### config.mk
export PLATFORM = sky130hd
export DESIGN_NAME = gob_cell_unit
export DESIGN_NICKNAME = d
export VERILOG_FILES = /design/src/sv/gob_pkg.sv /design/src/sv/gob_cell_unit.sv
export SDC_FILE = /design/constraint.sdc
export NUM_CORES = 2
export LEC_CHECK = 0
export BUFFER_PORTS_ARGS = -buffer_cell sky130_fd_sc_hd__buf_2
export CAP_MARGIN = 5
export CELL_PAD_IN_SITES_DETAIL_PLACEMENT = 2
export CELL_PAD_IN_SITES_GLOBAL_PLACEMENT = 2
export CORE_ASPECT_RATIO = 0.75
export CORE_UTILIZATION = 44
export DETAILED_ROUTE_END_ITERATION = 6
export HOLD_SLACK_MARGIN = 0.1
export PLACE_DENSITY = 0.87
export SLEW_MARGIN = 20
export SYNTH_ARGS = -nofsm -noshare
export SYNTH_HDL_FRONTEND = slang
export SYNTH_SLANG_ARGS = --single-unit
### constraint.sdc
create_clock -name clk -period 15.5 [get_ports clk]
set_input_delay 1.55 -clock clk [delete_from_list [all_inputs] [get_ports clk]]
set_output_delay 1.55 -clock clk [all_outputs]
set_load 0.1 [all_outputs]
### src/sv/gob_pkg.sv
// Shared constants, codes and types of the grid occupancy bitmap.
package gob_pkg;

	localparam int ROWS          = 512;
	localparam int WORDS_PER_ROW = 8;
	localparam int DEPTH         = ROWS * WORDS_PER_ROW;
	localparam int ADDR_W        = $clog2(DEPTH);
	localparam int ROW_W         = $clog2(ROWS);
	localparam int NCELLS        = 64 * WORDS_PER_ROW;
	localparam int CELL_W        = $clog2(NCELLS);
	localparam int WORD_W        = (WORDS_PER_ROW > 1) ? $clog2(WORDS_PER_ROW) : 1;
	localparam int CFG_W         = 32;

	localparam logic [2:0] CMD_CHECK       = 3'd0;
	localparam logic [2:0] CMD_SET_POINT   = 3'd1;
	localparam logic [2:0] CMD_CLEAR_POINT = 3'd2;
	localparam logic [2:0] CMD_SET_SPAN    = 3'd3;
	localparam logic [2:0] CMD_CLEAR_SPAN  = 3'd4;
	localparam logic [2:0] CMD_CLEAR_ALL   = 3'd5;

	localparam logic [2:0] REG_RANGE_MIN_X    = 3'd0;
	localparam logic [2:0] REG_RANGE_MIN_Y    = 3'd1;
	localparam logic [2:0] REG_RANGE_MAX_X    = 3'd2;
	localparam logic [2:0] REG_RANGE_MAX_Y    = 3'd3;
	localparam logic [2:0] REG_INVERSE_CELL_X = 3'd4;
	localparam logic [2:0] REG_INVERSE_CELL_Y = 3'd5;
	localparam logic [2:0] REG_MAJOR_AXIS     = 3'd6;

	localparam logic signed [31:0] RST_RANGE_MIN = 32'sd0;
	localparam logic signed [31:0] RST_RANGE_MAX = 32'sd131072;
	localparam logic [23:0]        RST_INV_CELL  = 24'd65536;

	typedef logic [1:0] tag_t;

	localparam tag_t TAG_MAJOR = 2'd0;
	localparam tag_t TAG_LO    = 2'd1;
	localparam tag_t TAG_HI    = 2'd2;

	typedef enum logic [2:0] {
		ST_CLEAR,
		ST_IDLE,
		ST_CALC,
		ST_EVAL,
		ST_READ,
		ST_MODIFY,
		ST_DONE
	} state_t;

	typedef struct packed {
		logic               valid;
		tag_t               tag;
		logic signed [31:0] pos;
		logic signed [31:0] lo;
		logic signed [31:0] hi;
		logic [23:0]        inv;
	} cell_req_t;

	typedef struct packed {
		logic        valid;
		tag_t        tag;
		logic        inb;
		logic [31:0] cell_idx;
	} cell_rsp_t;

endpackage

### src/sv/gob_cell_unit.sv
// Two-stage pipeline that bounds-checks a coordinate and quantizes it to a cell index.
module gob_cell_unit (
	input  logic              clk,
	input  logic              arst_n,
	input  gob_pkg::cell_req_t req,
	output gob_pkg::cell_rsp_t rsp
);

	logic              v_s1;
	logic              v_s2;
	gob_pkg::tag_t     tag_s1;
	gob_pkg::tag_t     tag_s2;
	logic [32:0]       diff_s1;
	logic [23:0]       inv_s1;
	logic              inb_s1;
	logic              inb_s2;
	logic [31:0]       cell_s2;
	logic [55:0]       prod;

	assign prod = 56'(diff_s1[31:0]) * 56'(inv_s1);

	always_ff @(posedge clk or negedge arst_n) begin
		if (!arst_n) begin
			v_s1 <= 1'b0;
			v_s2 <= 1'b0;
		end else begin
			v_s1 <= req.valid;
			v_s2 <= v_s1;
		end
	end

	always_ff @(posedge clk) begin
		tag_s1  <= req.tag;
		diff_s1 <= {req.pos[31], req.pos} - {req.lo[31], req.lo};
		inv_s1  <= req.inv;
		inb_s1  <= (req.pos >= req.lo) && (req.pos < req.hi);
		tag_s2  <= tag_s1;
		inb_s2  <= inb_s1;
		cell_s2 <= diff_s1[32] ? 32'd0 : prod[55:24];
	end

	assign rsp.valid    = v_s2;
	assign rsp.tag      = tag_s2;
	assign rsp.inb      = inb_s2;
	assign rsp.cell_idx = cell_s2;

endmodule

==> results.yml <==
sta:
  period_share_pct: 56.0
  worstMarginPinSlew_ns: 1.19
  slew_headroom_pct: 20.8
  setup_viol: 0
  finalCriticalPeriod_ns: 8.68
  max_freq_mhz: 115
  skew_ns: 0.0565
  slew_viol_final: 0
  setup_tns_ns: 0
  grt_setup_unrepaired: "false"
  hold_viol_final: 0
die:
  die_h_um: 225
  fp.dieW_um: 300
  core_mm2: 0.0655
  die-area_mm2: 0.0675
  rows: 81
  io_pins: 161
  start_util_pct: 44.7
cts:
  cts_resized: 0
  clk_path_buf_depth: 2
  cts_sinks: 97
  root_buffer: "clkbuf_16"
  cts.reportedPaths.clkPinSlew_ns: 0.15
  numCtsBuffers: 9
  post_cts_buffers: 0
  cts_tree: "built"
  ctsHtreeMaxLevel: 3
  clkLatencyLatePin_ns: 0.47
  hold_buffers: 0
synthesis:
  synth-edff-count: 0
  synth_warnings: 0
  yosys-top-cells-area: "fa_1, ha_1, inv_1, and2_1, dfxtp_1"
  synthTopCellsByCount: "inv_1, fa_1, nand2_1"
  synth_seq_cells: 97
  synth_largest_area_cell: "fa_1"
  post-synth-top-count-cell: "inv_1"
  synthCells: 3310
  synth_top_area_share_pct: 45.1
  ys.flop_type: "dfxtp_1"
  yosysUniqueCellTypes: 66
  synth_area_per_cell_um2: 8.83
  syn_area_mm2: 0.0292
  async_flop_share_pct: 2.06
  synth_fp_nets: 4335
  ys_seq_area_share_pct: 6.68
drt:
  detail_route.first_pass.iterations: 5
  wl_met2_um: 68000
  wl_um: 143000
  via_per_inst: 6.09
  drtIter0Drc: 2473
  routedWlPerCell_um: 33.7
  drtAntennaViolNets: 0
  top_layer: "met5"
  vias: 25811
  wl_met1_um: 51300
  drc: 0
  routed-wl-met3_um: 14200
setup_path:
  cp-startpoint: "diff_s1[20]$_DFF_P_"
  crit_fanout: 24
  arrival_ns: 8.95
  rrSetupSlack_ns: 6.82
  reg2reg_from: "diff_s1[20]$_DFF_P_"
  required_ns: 15.77
  r2r_end: "cell_s2[23]$_SDFF_PP0_"
  end_kind: "register"
  start_kind: "register"
  crit_end: "cell_s2[23]$_SDFF_PP0_"
  crit_type: "reg2reg"
  rr_worst_depth: 23
global_route:
  grt_pass1_wl_um: 212000
  grt.overflow.total: 0
  grt_max_degree: 40
  grt_antenna_before_repair: 8
  grt_usage_pct: 43.4
  first_global_vias: 30856
finish:
  multi_input_area_mm2: 0.0237
  register_area_mm2: 0.00196
  area_delta_synth_final_pct: 6.68
  fillers: 7205
  final_nets: 4388
  drive_gt1_share_pct: 7.30
outcome:
  status: "complete, no violations"
flow_run:
  drv_cap: 0
placed_design:
  port_buffers: 160
  gp_congestion: 0.899
  dpl.hpwl_um: 102000
worst_hold_path:
  hold_class: "reg2reg"
[critical path, cell delays in order, from the launching register on]
cell,delay [ns]
dfxtp_1,1.09
nand2_1,0.26
fa_1,0.58
inv_1,0.08
fa_1,0.51
inv_1,0.10
fa_1,0.50
fa_1,0.58
inv_1,0.07
fa_1,0.49
fa_1,0.64
inv_1,0.12
fa_1,0.53
inv_1,0.09
ha_1,0.42
a21oi_1,0.39
o21ai_1,0.20
or2_1,0.29
nor2_1,0.11
nand3_1,0.17
a221o_1,0.57
a21oi_2,0.27
mux2i_1,0.22
o311ai_0,0.18
[flip-flops by register name, indices dropped and copies added, names as in the netlist]
name     cells
inb_s2       1
inv_s1      24
diff_s1     33
cell_s2     32
inb_s1       1
v_s2         1
tag_s1       2
tag_s2       2
v_s1         1
[placed cells by master, fill, tap and decap left out, drive strengths merged, types with 34 or more instances in the layout]
master  count
inv       793
buf       207
dfxtp      95
xnor2      34
a21oi      90
nor2       60
fa        658
and2      392
o21ai      47
ha        242
a21o       63
nand2     434
[kinds of logic after synthesis]
family / share of synthesized area [%]
fa+ha+maj: 55.4
flops: 6.68
xor+xnor: 1.62
compound gates: 6.79
simple gates: 17.1
buf+inv: 12.3
mux: 0.107
[worst min-delay path by stage]
stage	from	end	slack [ns]	cells after the start
4_1_cts	tag_s1[0]$_DFF_P_	tag_s2[0]$_DFF_P_	0.34	0
5_1_grt	tag_s1[0]$_DFF_P_	tag_s2[0]$_DFF_P_	0.35	0
2_1_floorplan	inb_s1$_DFF_P_	inb_s2$_DFF_P_	0.31	0
3_5_place_dp	tag_s1[1]$_DFF_P_	tag_s2[1]$_DFF_P_	0.32	0
3_3_place_gp	tag_s1[0]$_DFF_P_	tag_s2[0]$_DFF_P_	0.31	0
6_report	tag_s1[0]$_DFF_P_	tag_s2[0]$_DFF_P_	0.34	0
[area by class of cell]
| class | instances | area share, % |
|---|---|---|
| repair buffers | 207 | 3.70 |
| well taps | 871 | 3.49 |
| inverters | 790 | 9.51 |
| diodes | 2 | 0.0160 |
| multi-input cells | 2258 | 76.0 |
| clock inverters | 7 | 0.325 |
| flip-flops and latches | 97 | 6.28 |
| clock buffers | 9 | 0.722 |
[stage by stage]
stage                     hold slack [ns]  cell area [um2]  cells  util, %  setup WS, ns
final                               0.339            31200   4241     47.6          6.82
after global routing                0.352            31200   4239     47.6          6.81
after CTS                           0.339            31200   4239     47.6          6.96
after detailed placement            0.319            30900   4223     47.1          7.39
after global placement              0.310            30900   4223     47.1          7.83
after floorplan                     0.310            29200   3310        -          8.93
[per-layer routing]
layer  GRT usage [%]  vias to the layer above
met3            11.6                      659
met2            71.9                     1837
met5               0                        -
met1            50.6                    13421
li1                -                     9888
met4            26.2                        6
Power is left out: the tool's default activity adds up to more than one toggle a clock period on the data nets, which glitch-free logic cannot reach.
